===== src/rtl/dqv_pkg.sv =====
package dqv_pkg;

  localparam logic [8:0] MAX_NAME_BYTES = 9'd255;
  localparam logic [7:0] MAX_LABEL_LEN  = 8'd63;
  localparam logic [15:0] HEADER_LAST   = 16'd11;

  localparam int unsigned PADDR_W = 4;

  localparam logic [1:0] REG_EXPECT_REPLY = 2'd0;
  localparam logic [1:0] REG_MIN_LEN      = 2'd1;
  localparam logic [1:0] REG_MAX_LEN      = 2'd2;

  localparam logic [3:0] ST_OK          = 4'd0;
  localparam logic [3:0] ST_SHORT       = 4'd1;
  localparam logic [3:0] ST_LONG        = 4'd2;
  localparam logic [3:0] ST_WRONG_QR    = 4'd3;
  localparam logic [3:0] ST_OPCODE      = 4'd4;
  localparam logic [3:0] ST_QDCOUNT     = 4'd5;
  localparam logic [3:0] ST_NO_END      = 4'd6;
  localparam logic [3:0] ST_NAME_LONG   = 4'd7;
  localparam logic [3:0] ST_LABEL_LONG  = 4'd8;
  localparam logic [3:0] ST_OVERRUN     = 4'd9;
  localparam logic [3:0] ST_TRUNCATED   = 4'd10;
  localparam logic [3:0] ST_CLASS       = 4'd11;

  localparam logic KIND_CHAR    = 1'b0;
  localparam logic KIND_VERDICT = 1'b1;

  localparam logic [7:0] ASCII_DOT = 8'h2e;

  typedef struct packed {
    logic        expect_reply;
    logic [15:0] min_packet_len;
    logic [15:0] max_packet_len;
  } cfg_t;

  typedef struct packed {
    logic       kind;
    logic [7:0] name_char;
    logic [3:0] status;
    logic [7:0] name_length;
  } res_t;

endpackage


===== src/rtl/dns_question_validator.sv =====
// An accepted byte's result is registered in the output buffer; every byte
// is parsed by a single pass of counter and compare logic between the input
// and the result register. Throughput: one byte per cycle unless stalled.
// A two-entry result buffer takes a new byte while one result waits.
// Reset (rst, synchronous, active high) clears message state and buffer and
// restores expect_reply 0, min_packet_len 17, max_packet_len 1472.
module dns_question_validator (
  input  logic                        clk,
  input  logic                        rst,
  input  logic                        psel,
  input  logic                        penable,
  input  logic                        pwrite,
  input  logic [dqv_pkg::PADDR_W-1:0] paddr,
  input  logic [31:0]                 pwdata,
  output logic [31:0]                 prdata,
  output logic                        pready,
  input  logic                        in_valid,
  output logic                        in_stall,
  input  logic [7:0]                  data_byte,
  input  logic                        last_byte,
  output logic                        out_valid,
  input  logic                        out_stall,
  output logic                        kind,
  output logic [7:0]                  name_char,
  output logic [3:0]                  status,
  output logic [7:0]                  name_length
);
  import dqv_pkg::*;

  cfg_t cfg;
  res_t res;
  res_t out_res;
  logic res_valid;
  logic take;

  assign take = in_valid && !in_stall;

  dqv_cfg u_cfg (
    .clk     (clk),
    .rst     (rst),
    .psel    (psel),
    .penable (penable),
    .pwrite  (pwrite),
    .paddr   (paddr),
    .pwdata  (pwdata),
    .prdata  (prdata),
    .pready  (pready),
    .cfg     (cfg)
  );

  dqv_parse u_parse (
    .clk       (clk),
    .rst       (rst),
    .cfg       (cfg),
    .take      (take),
    .data_byte (data_byte),
    .last_byte (last_byte),
    .res_valid (res_valid),
    .res       (res)
  );

  dqv_outq u_outq (
    .clk       (clk),
    .rst       (rst),
    .push      (res_valid),
    .push_res  (res),
    .in_stall  (in_stall),
    .out_valid (out_valid),
    .out_stall (out_stall),
    .out_res   (out_res)
  );

  assign kind        = out_res.kind;
  assign name_char   = out_res.name_char;
  assign status      = out_res.status;
  assign name_length = out_res.name_length;

endmodule


===== src/rtl/dqv_cfg.sv =====
module dqv_cfg (
  input  logic                        clk,
  input  logic                        rst,
  input  logic                        psel,
  input  logic                        penable,
  input  logic                        pwrite,
  input  logic [dqv_pkg::PADDR_W-1:0] paddr,
  input  logic [31:0]                 pwdata,
  output logic [31:0]                 prdata,
  output logic                        pready,
  output dqv_pkg::cfg_t               cfg
);
  import dqv_pkg::*;

  logic [1:0] reg_sel;
  logic       wr_en;

  assign reg_sel = paddr[3:2];
  assign wr_en   = psel && penable && pwrite;
  assign pready  = 1'b1;

  always_ff @(posedge clk) begin
    if (rst) begin
      cfg.expect_reply   <= 1'b0;
      cfg.min_packet_len <= 16'd17;
      cfg.max_packet_len <= 16'd1472;
    end else if (wr_en) begin
      unique case (reg_sel)
        REG_EXPECT_REPLY: cfg.expect_reply   <= pwdata[0];
        REG_MIN_LEN:      cfg.min_packet_len <= pwdata[15:0];
        REG_MAX_LEN:      cfg.max_packet_len <= pwdata[15:0];
        default: ;
      endcase
    end
  end

  always_comb begin
    unique case (reg_sel)
      REG_EXPECT_REPLY: prdata = {31'd0, cfg.expect_reply};
      REG_MIN_LEN:      prdata = {16'd0, cfg.min_packet_len};
      REG_MAX_LEN:      prdata = {16'd0, cfg.max_packet_len};
      default:          prdata = 32'd0;
    endcase
  end

endmodule


===== src/rtl/dqv_parse.sv =====
module dqv_parse (
  input  logic          clk,
  input  logic          rst,
  input  dqv_pkg::cfg_t cfg,
  input  logic          take,
  input  logic [7:0]    data_byte,
  input  logic          last_byte,
  output logic          res_valid,
  output dqv_pkg::res_t res
);
  import dqv_pkg::*;

  localparam logic [1:0] PH_HEADER = 2'd0;
  localparam logic [1:0] PH_NAME   = 2'd1;
  localparam logic [1:0] PH_QUERY  = 2'd2;
  localparam logic [1:0] PH_TAIL   = 2'd3;

  logic [15:0] byte_count, byte_count_next;
  logic [1:0]  phase, phase_next;
  logic [5:0]  label_left, label_left_next;
  logic [8:0]  name_bytes, name_bytes_next;
  logic [2:0]  query_bytes, query_bytes_next;
  logic [15:0] class_word, class_word_next;
  logic [15:0] qdcount_word, qdcount_word_next;
  logic        err_long, err_long_next;
  logic        err_qr, err_qr_next;
  logic        err_opcode, err_opcode_next;
  logic        err_label_long, err_label_long_next;
  logic        err_overrun, err_overrun_next;
  logic        first_label_done, first_label_done_next;

  logic        label_err;
  logic        emit_ok;
  logic        have_char;
  logic [7:0]  char_val;
  logic [3:0]  verdict;
  logic [7:0]  name_len;

  always_comb begin
    byte_count_next       = byte_count;
    phase_next            = phase;
    label_left_next       = label_left;
    name_bytes_next       = name_bytes;
    query_bytes_next      = query_bytes;
    class_word_next       = class_word;
    qdcount_word_next     = qdcount_word;
    err_long_next         = err_long;
    err_qr_next           = err_qr;
    err_opcode_next       = err_opcode;
    err_label_long_next   = err_label_long;
    err_overrun_next      = err_overrun;
    first_label_done_next = first_label_done;
    label_err             = err_label_long || err_overrun;
    emit_ok               = 1'b0;
    have_char             = 1'b0;
    char_val              = 8'd0;

    if (byte_count == 16'hffff) err_long_next = 1'b1;
    else byte_count_next = byte_count + 16'd1;

    case (phase)
      PH_HEADER: begin
        if (byte_count == 16'd2) begin
          if (data_byte[7] != cfg.expect_reply) err_qr_next = 1'b1;
          if (data_byte[6:3] != 4'd0) err_opcode_next = 1'b1;
        end else if (byte_count == 16'd4) begin
          qdcount_word_next[15:8] = data_byte;
        end else if (byte_count == 16'd5) begin
          qdcount_word_next[7:0] = data_byte;
        end
        if (byte_count >= HEADER_LAST) phase_next = PH_NAME;
      end
      PH_NAME: begin
        if (name_bytes != 9'd511) name_bytes_next = name_bytes + 9'd1;
        emit_ok = !label_err && (name_bytes_next <= MAX_NAME_BYTES);
        if (data_byte == 8'd0) begin
          if (!label_err && label_left != 6'd0) err_overrun_next = 1'b1;
          phase_next       = PH_QUERY;
          query_bytes_next = 3'd0;
          char_val         = ASCII_DOT;
          have_char        = emit_ok && label_left == 6'd0 && !first_label_done;
        end else if (label_err) begin
          have_char = 1'b0;
        end else if (label_left != 6'd0) begin
          label_left_next = label_left - 6'd1;
          char_val        = data_byte;
          have_char       = emit_ok;
        end else if (data_byte > MAX_LABEL_LEN) begin
          err_label_long_next = 1'b1;
        end else begin
          label_left_next = data_byte[5:0];
          if (first_label_done) begin
            char_val  = ASCII_DOT;
            have_char = emit_ok;
          end else begin
            first_label_done_next = 1'b1;
          end
        end
      end
      PH_QUERY: begin
        if (query_bytes == 3'd2) class_word_next[15:8] = data_byte;
        else if (query_bytes == 3'd3) class_word_next[7:0] = data_byte;
        query_bytes_next = query_bytes + 3'd1;
        if (query_bytes_next >= 3'd4) phase_next = PH_TAIL;
      end
      default: ;
    endcase

    if (last_byte && byte_count_next <= 16'd2 && !err_long_next && cfg.expect_reply)
      err_qr_next = 1'b1;

    if (!err_long_next && byte_count_next < cfg.min_packet_len) verdict = ST_SHORT;
    else if (err_long_next || byte_count_next > cfg.max_packet_len) verdict = ST_LONG;
    else if (err_qr_next) verdict = ST_WRONG_QR;
    else if (err_opcode_next) verdict = ST_OPCODE;
    else if (qdcount_word_next != 16'd1) verdict = ST_QDCOUNT;
    else if (phase_next == PH_HEADER || phase_next == PH_NAME) verdict = ST_NO_END;
    else if (name_bytes_next > MAX_NAME_BYTES) verdict = ST_NAME_LONG;
    else if (err_label_long_next) verdict = ST_LABEL_LONG;
    else if (err_overrun_next) verdict = ST_OVERRUN;
    else if (query_bytes_next < 3'd4) verdict = ST_TRUNCATED;
    else if (class_word_next != 16'd1) verdict = ST_CLASS;
    else verdict = ST_OK;

    if (phase_next == PH_QUERY || phase_next == PH_TAIL)
      name_len = name_bytes_next[8] ? 8'd255 : name_bytes_next[7:0];
    else
      name_len = 8'd0;

    if (last_byte) begin
      res_valid       = take;
      res.kind        = KIND_VERDICT;
      res.name_char   = 8'd0;
      res.status      = verdict;
      res.name_length = name_len;
    end else begin
      res_valid       = take && have_char;
      res.kind        = KIND_CHAR;
      res.name_char   = char_val;
      res.status      = ST_OK;
      res.name_length = 8'd0;
    end
  end

  always_ff @(posedge clk) begin
    if (rst || (take && last_byte)) begin
      byte_count       <= 16'd0;
      phase            <= PH_HEADER;
      label_left       <= 6'd0;
      name_bytes       <= 9'd0;
      query_bytes      <= 3'd0;
      class_word       <= 16'd0;
      qdcount_word     <= 16'd0;
      err_long         <= 1'b0;
      err_qr           <= 1'b0;
      err_opcode       <= 1'b0;
      err_label_long   <= 1'b0;
      err_overrun      <= 1'b0;
      first_label_done <= 1'b0;
    end else if (take) begin
      byte_count       <= byte_count_next;
      phase            <= phase_next;
      label_left       <= label_left_next;
      name_bytes       <= name_bytes_next;
      query_bytes      <= query_bytes_next;
      class_word       <= class_word_next;
      qdcount_word     <= qdcount_word_next;
      err_long         <= err_long_next;
      err_qr           <= err_qr_next;
      err_opcode       <= err_opcode_next;
      err_label_long   <= err_label_long_next;
      err_overrun      <= err_overrun_next;
      first_label_done <= first_label_done_next;
    end
  end

  a_verdict_clears: assert property (@(posedge clk) disable iff (rst)
    res_valid && res.kind == KIND_VERDICT |=> byte_count == 16'd0 && phase == PH_HEADER)
    else $error("message state not cleared after verdict");

  a_label_in_name: assert property (@(posedge clk) disable iff (rst)
    label_left != 6'd0 |-> phase == PH_NAME || err_overrun)
    else $error("label count pending outside the name");

  a_char_only_in_name: assert property (@(posedge clk) disable iff (rst)
    res_valid && res.kind == KIND_CHAR |-> phase == PH_NAME && !label_err)
    else $error("name character outside a clean name");

endmodule


===== src/rtl/dqv_outq.sv =====
module dqv_outq (
  input  logic          clk,
  input  logic          rst,
  input  logic          push,
  input  dqv_pkg::res_t push_res,
  output logic          in_stall,
  output logic          out_valid,
  input  logic          out_stall,
  output dqv_pkg::res_t out_res
);
  import dqv_pkg::*;

  res_t skid;
  logic skid_valid;
  logic pop;

  assign pop      = out_valid && !out_stall;
  assign in_stall = skid_valid;

  always_ff @(posedge clk) begin
    if (rst) begin
      out_valid  <= 1'b0;
      skid_valid <= 1'b0;
    end else if (pop) begin
      out_valid  <= skid_valid || push;
      skid_valid <= 1'b0;
    end else if (push) begin
      if (out_valid) skid_valid <= 1'b1;
      else out_valid <= 1'b1;
    end
  end

  always_ff @(posedge clk) begin
    if (pop) begin
      if (skid_valid) out_res <= skid;
      else if (push) out_res <= push_res;
    end else if (push) begin
      if (out_valid) skid <= push_res;
      else out_res <= push_res;
    end
  end

  a_skid_behind_main: assert property (@(posedge clk) disable iff (rst)
    skid_valid |-> out_valid)
    else $error("skid entry held without a head entry");

  a_no_push_when_full: assert property (@(posedge clk) disable iff (rst)
    skid_valid |-> !push)
    else $error("request pushed into a full buffer");

  a_skid_moves_up: assert property (@(posedge clk) disable iff (rst)
    pop && skid_valid |=> out_valid && !skid_valid)
    else $error("skid entry lost on pop");

endmodule


===== config.mk =====
export PLATFORM = sky130hd
export DESIGN_NAME = dns_question_validator
export DESIGN_NICKNAME = d
export VERILOG_FILES = /design/src/rtl/dqv_pkg.sv /design/src/rtl/dns_question_validator.sv /design/src/rtl/dqv_cfg.sv /design/src/rtl/dqv_parse.sv /design/src/rtl/dqv_outq.sv
export SDC_FILE = /design/constraint.sdc
export NUM_CORES = 1
export LEC_CHECK = 0
export BUFFER_PORTS_ARGS = -buffer_cell sky130_fd_sc_hd__buf_2
export CAP_MARGIN = 20
export CORE_MARGIN = 4
export CORE_UTILIZATION = 55
export DETAILED_ROUTE_END_ITERATION = 12
export PLACE_DENSITY = 0.81
export SLEW_MARGIN = 20
export SYNTH_ARGS = -nofsm -noshare
export SYNTH_HDL_FRONTEND = slang
export SYNTH_HIERARCHICAL = 1
export SYNTH_SLANG_ARGS = --single-unit

===== constraint.sdc =====
create_clock -name clk -period 5.57 [get_ports clk]
set_clock_uncertainty 0.05 [all_clocks]
set_input_delay 0.2785 -clock clk [delete_from_list [all_inputs] [get_ports clk]]
set_output_delay 0.2785 -clock clk [all_outputs]
set_load 0.1 [all_outputs]

Word level (Yosys, flattened, before mapping)

Cells that the tools add are included.

Bitwise logic cells: 5
$add $sub $neg: 4
Reduce and logical (&&, ||, !) cells: 43
Mux-type cells: 72
Eq/ne operators: 19
Magnitude comparators: 9

Operators by type and width:

| kind                                                                                  | count |
|---|---|
| 21-bit 2-to-1 mux                                                                     | 6 |
| 8-bit 2-to-1 mux                                                                      | 13 |
| 16-bit 2-to-1 mux                                                                     | 4 |
| 16-bit case mux with 3 select lines                                                   | 1 |
| 4-bit 2-to-1 mux                                                                      | 11 |
| 16-bit by 3-bit equality test with 1-bit output (second input constant)               | 2 |
| 16-bit by 1-bit inequality test with 1-bit output (second input constant)             | 2 |
| 9-bit 2-to-1 mux                                                                      | 3 |
| 1-bit 2-to-1 mux                                                                      | 25 |
| 6-bit 2-to-1 mux                                                                      | 3 |
| 16-bit by 1-bit adder with 16-bit output (second input constant)                      | 1 |
| 16-bit equality test (second input constant)                                          | 1 |
| 16-bit by 2-bit equality test with 1-bit output (second input constant)               | 1 |
| 16-bit by 4-bit greater-or-equal comparator with 1-bit output (second input constant) | 1 |
| 16-bit > comparator                                                                   | 1 |
| 16-bit by 2-bit <= comparator with 1-bit output (second input constant)               | 1 |
| 16-bit less-than comparator                                                           | 1 |
| 1-bit logical AND                                                                     | 14 |
| 9-bit by 1-bit adder with 9-bit output (second input constant)                        | 1 |
| 9-bit by 8-bit > comparator with 1-bit output (second input constant)                 | 1 |
| 9-bit by 8-bit <= comparator with 1-bit output (second input constant)                | 1 |
| 9-bit inequality test (second input constant)                                         | 1 |
| 2-bit equality test (second input constant)                                           | 4 |
| 8-bit by 6-bit > comparator with 1-bit output (second input constant)                 | 1 |
| 27 further kinds                                                                      | 52 |

Register bits after elaboration: 151
Logic and storage cells: 178
Bits of input ports: 52

Logic depth before layout (Yosys ltp)

Gate-level depths: netlist of run 1.

Depth in word-level cells: 20
Gate-level depth with buffers: 16
Depth with buffers taken out: 15

By module

The synthesis of run 1 kept the hierarchy.

Modules (own cells, without submodules):

| module                 | area an instance (µm²) | cells an instance | instances |
|---|---|---|---|
| dqv_parse              | 5625.4                 | 746               | 1 |
| dqv_cfg                | 1734.2                 | 178               | 1 |
| dqv_outq               | 1701.6                 | 77                | 1 |
| dns_question_validator | 13.8                   | 1                 | 1 |

Least setup slack after synthesis of run 1

OpenSTA, ideal clock, no wires.

Path kind: register to register
Start: register u_parse.byte_count[0]
End: register u_outq/out_res[10] (netlist name)
Arrival time: 3.379 ns
Library setup time: 0.260 ns
Required time: 5.260 ns
Cell stages (with the launch flop): 15
Slack: 1.881 ns
Path through: dfxtp_1 > ha_1 > buf_2 > nand4_1 > nor4_1 > nor2_1 > xor2_1 > ha_1 > a21o_1 > a221oi_1 > o31ai_1 > a211o_1 > o21ai_1 > nor4_1 > mux2_4

RTL lines:

| what                   | RTL line         | RTL |
|---|---|---|
| start, declared        | dqv_parse.sv:18  | `logic [15:0] byte_count, byte_count_next;` |
| start signal, assigned | dqv_parse.sv:161 | `byte_count <= byte_count_next;` |

==> flow_summary.yaml, run 1 <==
status:
  outcome: "completed"
clocking:
  hold_buffers: 0
  cts_tree: "done"
  post_cts_resized: 0
  cts_max_path_buffers: 2
  htreeDepth: 4
  cts_root_buffer: "clkbuf_16"
  postCtsSetupRepairBufs: 0
  cts_sinks: 151
  numCtsBuffers: 17
  clkTransAtPathRegs_ns: 0.07
  clkLatencyLatePin_ns: 0.43
final_layout:
  fillers: 1362
  nNetsFinal: 1131
  insertedDiodeCount: 0
  drive_gt1_frac: 0.152
  syn2layout_area_growth_pct: 9.54
  design_area_mm2: 0.00994
synthesis:
  ys.flop_type: "dfxtp_1"
  ys_warn_count: 6
  syn_area_per_cell_um2: 9.06
  synth-seq-area-share: 0.379
  synth_area_leaders: "dfxtp_1 (24%), edfxtp_1 (14%), mux2i_1 (6.7%), ha_1 (5.8%), nor2_1 (3.9%)"
  synth-seq-cells: 151
  synth_cell_types: 82
  yosys.area_share.simple: 0.230
  synth-xor-area-share: 0.0193
  synth.mux.area_fraction: 0.104
  synth_top_area_share: 0.240
  yosys.area.top_type: "dfxtp_1"
  synth_compound_area_frac: 0.139
  synth_edf_count: 42
  synth_top_family_by_area: "simple AND/OR/NAND/NOR gates"
  syn-instance-count: 1002
  syn_area_mm2: 0.00907
  synthArstFlopShare: 0
  synth_adder_area_share: 0.0579
drt:
  wl_per_cell_um: 16.5
  wl_mm: 20.9
  via_per_inst: 5.93
  highest_layer: "met4"
  wl_met3_mm: 1.16
  route.antenna.remaining_nets: 0
  dr_total_vias: 7513
  drt-met1-wl_mm: 8.94
  first_pass_iters: 8
  drcViolationCount: 0
  dr_wl_met2_mm: 10.3
  drt_iter0_drc: 664
worst_setup_path:
  cpMaxStageDelayCell: "nor4_1"
  worstSetupPathType: "register to register"
  crit_buf_inv: 0
  critPathTopFamily: "simple AND/OR/NAND/NOR gates"
  cp.arrival_ns: 4.62
  critPathMaxFanout: 14
  max_stage_delay_ns: 0.60
  cp-end-kind: "register"
  path_cells: "ha_1 > nand4_1 > nor3_1 > a31oi_1 > a21oi_1 > ha_1 > nand2_1 > nor4_1 > nor2b_1 > a31oi_1 > o21ai_0 > a31o_1 > mux2_4"
  critPathLaunchType: "register"
  crit_required_ns: 5.70
pwr:
  power_density_mw_per_mm2: 254
  p_leak_nw: 4.16
  vdd.ir_drop.worst_mv: 0.219
global_routing:
  track_usage: 0.229
  grt_pass1_wl_mm: 34.5
  grt_max_degree: 59
  antenna_found_initial: 0
  grt_overflow_total: 0
  grt_pass1_vias: 7205
timing:
  fin_crit_ns: 4.49
  maxSlewViolCount: 0
  fmax_mhz: 223
  maxSlewHeadroom: 0.303
  worst_pin_slew_ns: 1.05
  finalSetupTns_ns: 0
  final-setup-viol-count: 0
  min_period_over_period: 0.806
  rsz0062_at_grt: "false"
  hold_viol: 0
die:
  die_w_um: 136
  die_area_mm2: 0.0186
  die_h_um: 136
  rows: 46
  num_io_pins: 108
  core_area_mm2: 0.0160
  start_util: 0.567
placement:
  place_congestion: 0.956
  io_buffers: 72
  dp_hpwl_mm: 14.3
  dpl-instance-area_mm2: 0.00937
job:
  drv_cap: 0
hold_path:
  hp-class: "primary input to register"
[final cells by class]
type                    instances  area, um^2  area share
clock buffers                  19         434      0.0437
inverters                      49         184      0.0185
clock inverters                13         123      0.0123
well taps                     216         270      0.0272
multi-input cells             740        5080       0.511
repair buffers                 78         405      0.0408
flip-flops and latches        151        3440       0.346
[tightest hold or removal path: cells and delay by family]
kind / cells / cell delay, ns
mux: 1 / 0.06
buf+inv: 1 / 0.10
simple gates: 1 / 0.06
[cells in the mapped netlist, types with 5 or more instances]
library cell,count
and4_1,7
o211ai_1,5
inv_1,49
nor2_1,95
nand3_1,29
nor4_1,14
a21o_1,9
mux2_4,20
or3_1,10
buf_4,24
ha_1,42
a22o_1,15
and3_1,12
nor2b_1,10
nand2_1,78
nand2b_1,51
nor3_1,25
a211oi_1,7
dfxtp_1,109
a31oi_1,9
and2_1,11
clkbuf_1,33
o21ai_0,32
buf_6,6
nand4_1,11
xor2_1,12
a21oi_1,65
buf_2,13
edfxtp_1,42
xnor2_1,8
mux2i_1,61
[sequential cells by signal, indices dropped and copies added, names as in the netlist, named ones only]
signal                    flops
u_outq/out_valid              1
u_outq/out_res               21
u_parse/name_bytes            9
u_parse/err_overrun           1
u_parse/first_label_done      1
u_cfg/cfg                    33
u_parse/phase                 1
u_parse/qdcount_word         16
u_outq/in_stall               1
u_parse/err_label_long        1
u_parse/err_long              1
u_parse/label_left            6
u_parse/err_opcode            1
u_parse/err_qr                1
u_outq/skid                  21
u_parse/class_word           16
u_parse/byte_count           16
u_parse/query_bytes           3
[stage by stage]
stage	cells	hold WS (ns)	utilization	setup slack, ns	total power [W]
finish	1266	0.0727	0.621	1.08	0.00253
global route	1266	0.0707	0.621	0.825	0.00260
CTS	1266	0.0579	0.620	1.20	0.00254
detailed placement	1234	0.398	0.586	1.26	0.00145
global placement	1233	0.391	0.585	1.40	0.00144
floorplan	1017	0.298	-	1.88	0.00141
[power breakdown]
group	internal (W)	switching (W)	leakage, nW
Combinational	0.0000599	0.000218	2.62
Clock	0.000621	0.000476	0.270
Sequential	0.00114	0.0000113	1.27
[layout by cell type, fill, tap and decap left out, types with 5 or more instances in the layout]
cell,n
or3_1,10
xor2_1,12
o211ai_1,5
inv_1,49
edfxtp_1,42
buf_2,72
ha_1,42
conb_1,17
nand3_1,29
a22o_1,15
a211oi_1,7
nand4_1,11
a21o_1,8
and3_1,12
nand2_1,78
and2_1,11
o21ai_0,32
nor2b_1,10
a21oi_1,64
clkbuf_16,17
mux2i_1,61
and4_1,7
nand2b_1,51
nor3_1,25
mux2_4,20
nor4_1,14
a31oi_1,9
xnor2_1,8
dfxtp_1,109
nor2_1,95
buf_4,6
[logic make-up (layout without fill, tap and decap cells)]
group | after synthesis | in the layout
DFF | 151 | 151
muxes | 84 | 84
adders and majority gates | 42 | 42
and+or+nand+nor | 386 | 386
xor gates and xnor gates | 20 | 20
buffers and inverters | 126 | 159
AOI/OAI and AO/OA | 191 | 191
other | 2 | 17
[path summary, 6_finish.rpt]
check	start	end	slack [ns]	cells past startpoint
worst max-delay path	u_parse/byte_count[1]	u_outq/out_res[8]	1.08	13
worst min-delay path	pwdata[6]	u_cfg/cfg[22]	0.07	3
worst max register to register	u_parse/byte_count[1]	u_outq/out_res[8]	1.08	13
worst min register to register	u_parse/qdcount_word[13]	u_parse/qdcount_word[13]	0.41	2
[routing by layer]
metal,GRT usage,vias to the layer above
met2,0.385,262
met4,0.0935,0
met3,0.0452,42
li1,-,3623
met5,0,-
met1,0.288,3586
(Power assumes the default switching activity.)
==> run 2: changes to the inputs <==
==> constraint.sdc (replaced) <==
create_clock -name clk -period 4.4 [get_ports clk]
set_clock_uncertainty 0.05 [all_clocks]
set_input_delay 0.22 -clock clk [delete_from_list [all_inputs] [get_ports clk]]
set_output_delay 0.22 -clock clk [all_outputs]
set_load 0.1 [all_outputs]
==> run 2 against run 1 <==
Maximum frequency rose by 10%. Largest power group unchanged. Critical path type unchanged. Critical endpoint is now u_outq/out_res[10]. Utilization rose by 0.61 points. Combinational power rose by 26%. Highest routed layer unchanged. Total power rose by 29%.
==> flow_summary.yaml, run 2 (synthesis results as in run 1) <==
die:
  num_io_pins: 108
  die_h_um: 136
  die_w_um: 136
  rows: 46
  die_area_mm2: 0.0186
  core_area_mm2: 0.0160
  start_util: 0.567
clocking:
  cts_root_buffer: "clkbuf_16"
  cts_max_path_buffers: 2
  htreeDepth: 4
  clkTransAtPathRegs_ns: 0.06
  cts_tree: "done"
  clkLatencyLatePin_ns: 0.42
  cts_sinks: 151
  numCtsBuffers: 17
job:
  drv_cap: 0
timing:
  hold_viol: 0
  fin_crit_ns: 4.08
  hold_slack_ns: 0.0178
  worst_pin_slew_ns: 1.03
  finalSetupTns_ns: 0
  final-setup-viol-count: 0
  min_period_over_period: 0.927
  fmax_mhz: 245
  maxSlewHeadroom: 0.312
  rsz0062_at_grt: "false"
  maxSlewViolCount: 0
worst_setup_path:
  critPathLaunchType: "register"
  cpMaxStageDelayCell: "dfxtp_1"
  max_stage_delay_ns: 0.55
  worstSetupPathType: "register to register"
  path_cells: "and3_1 > nand3_1 > nor2_1 > and3_1 > xor2_1 > ha_1 > a21oi_1 > o21ai_0 > a211oi_1 > o211ai_1 > o21a_1 > nor4_1 > mux2_4"
  crit_buf_inv: 0
  critPathTopFamily: "simple AND/OR/NAND/NOR gates"
  cp.arrival_ns: 4.32
  crit_top_cell: "and3_1"
  critPathMaxFanout: 14
  crit_required_ns: 4.64
  cp-end-kind: "register"
final_layout:
  final_common_cell: "dfxtp_1"
  layout_common_cells: "dfxtp_1 (109), nor2_1 (95), nand2_1 (78)"
  syn2layout_area_growth_pct: 10.6
  drive_gt1_frac: 0.157
  top_register: "u_cfg/cfg"
  nNetsFinal: 1140
  insertedDiodeCount: 0
  largest_reg_flops: 33
  reg.largest.list: "u_cfg/cfg (33), u_outq/out_res (21), u_outq/skid (21)"
  fin_cells: 1275
hold_path:
  hp-class: "primary input to register"
placement:
  dp.cells: 1242
  place_congestion: 0.937
  dp_hpwl_mm: 14.4
  io_buffers: 72
drt:
  wl_per_cell_um: 15.8
  route.antenna.remaining_nets: 0
  via_per_inst: 5.79
  first_pass_iters: 5
  dr_total_vias: 7381
  wl_mm: 20.2
  drt_iter0_drc: 649
  drcViolationCount: 0
global_routing:
  track_usage: 0.219
  grt_max_degree: 59
  grt_pass1_vias: 6827
  antenna_found_initial: 0
  grt_overflow_total: 0
  grt_pass1_wl_mm: 33.1
pwr:
  p_leak_nw: 4.21
  vdd.ir_drop.worst_mv: 0.267
  power_density_mw_per_mm2: 325
status:
  outcome: "completed"
run 2: changes by cell type in the layout (fill, tap and decap cells not counted), moves of 2 or more:
cell / change
inv_4: -3
clkbuf_1: +2
bufinv_16: +2
buf_4: +7
run 2: power breakdown:
group          total, W  leakage (nW)  internal (W)  switching (W)
clock network   0.00146         0.278      0.000891       0.000566
registers       0.00146          1.27       0.00144      0.0000137
logic          0.000351          2.66     0.0000772       0.000274
run 2: worst paths after layout:
kind	to	slack, ns	cells after the start	from
max	u_outq/out_res[10]	0.32	13	u_parse/byte_count[3]
min	u_cfg/cfg[16]	0.02	3	pwdata[0]
max reg2reg	u_outq/out_res[10]	0.32	13	u_parse/byte_count[3]
min reg2reg	u_parse/qdcount_word[14]	0.40	2	u_parse/qdcount_word[14]
run 2: per-stage QoR:
step | total power [W] | util | instance area (um^2) | worst slack [ns]
2_1_floorplan | 0.00178 | - | 9130 | 0.711
3_3_place_gp | 0.00183 | 0.588 | 9420 | 0.520
3_5_place_dp | 0.00183 | 0.590 | 9430 | 0.466
4_1_cts | 0.00329 | 0.627 | 10000 | 0.397
5_1_grt | 0.00337 | 0.627 | 10000 | 0.0111
6_report | 0.00326 | 0.627 | 10000 | 0.322
run 2: repair_timing:
action | 4_1_cts | 5_1_grt
gates resized for setup | 0 | 1
endpoints found under the hold margin | 1 | 0
setup buffers | 0 | 0
endpoints found under the setup margin | 0 | 2
hold buffers | 1 | 0
run 2: final cells by class:
class | instances | area (um^2)
multi-input combinational | 740 | 5070
sequential | 151 | 3440
fill | 1351 | 5960
tap | 216 | 270
clock inverter | 12 | 153
timing repair buffer | 87 | 479
inverter | 49 | 184
clock buffer | 20 | 437
run 2: worst min-delay path, stage by stage:
cell and delay (ns):
buf_2 0.09, nor2_1 0.04, mux2i_1 0.10
run 2: metal layers:
metal,track usage,routed length [um],vias up
met4,0.0616,353,0
met3,0.0429,942,30
met2,0.375,10000,208
li1,-,-,3642
met5,0,0,-
met1,0.283,8880,3501
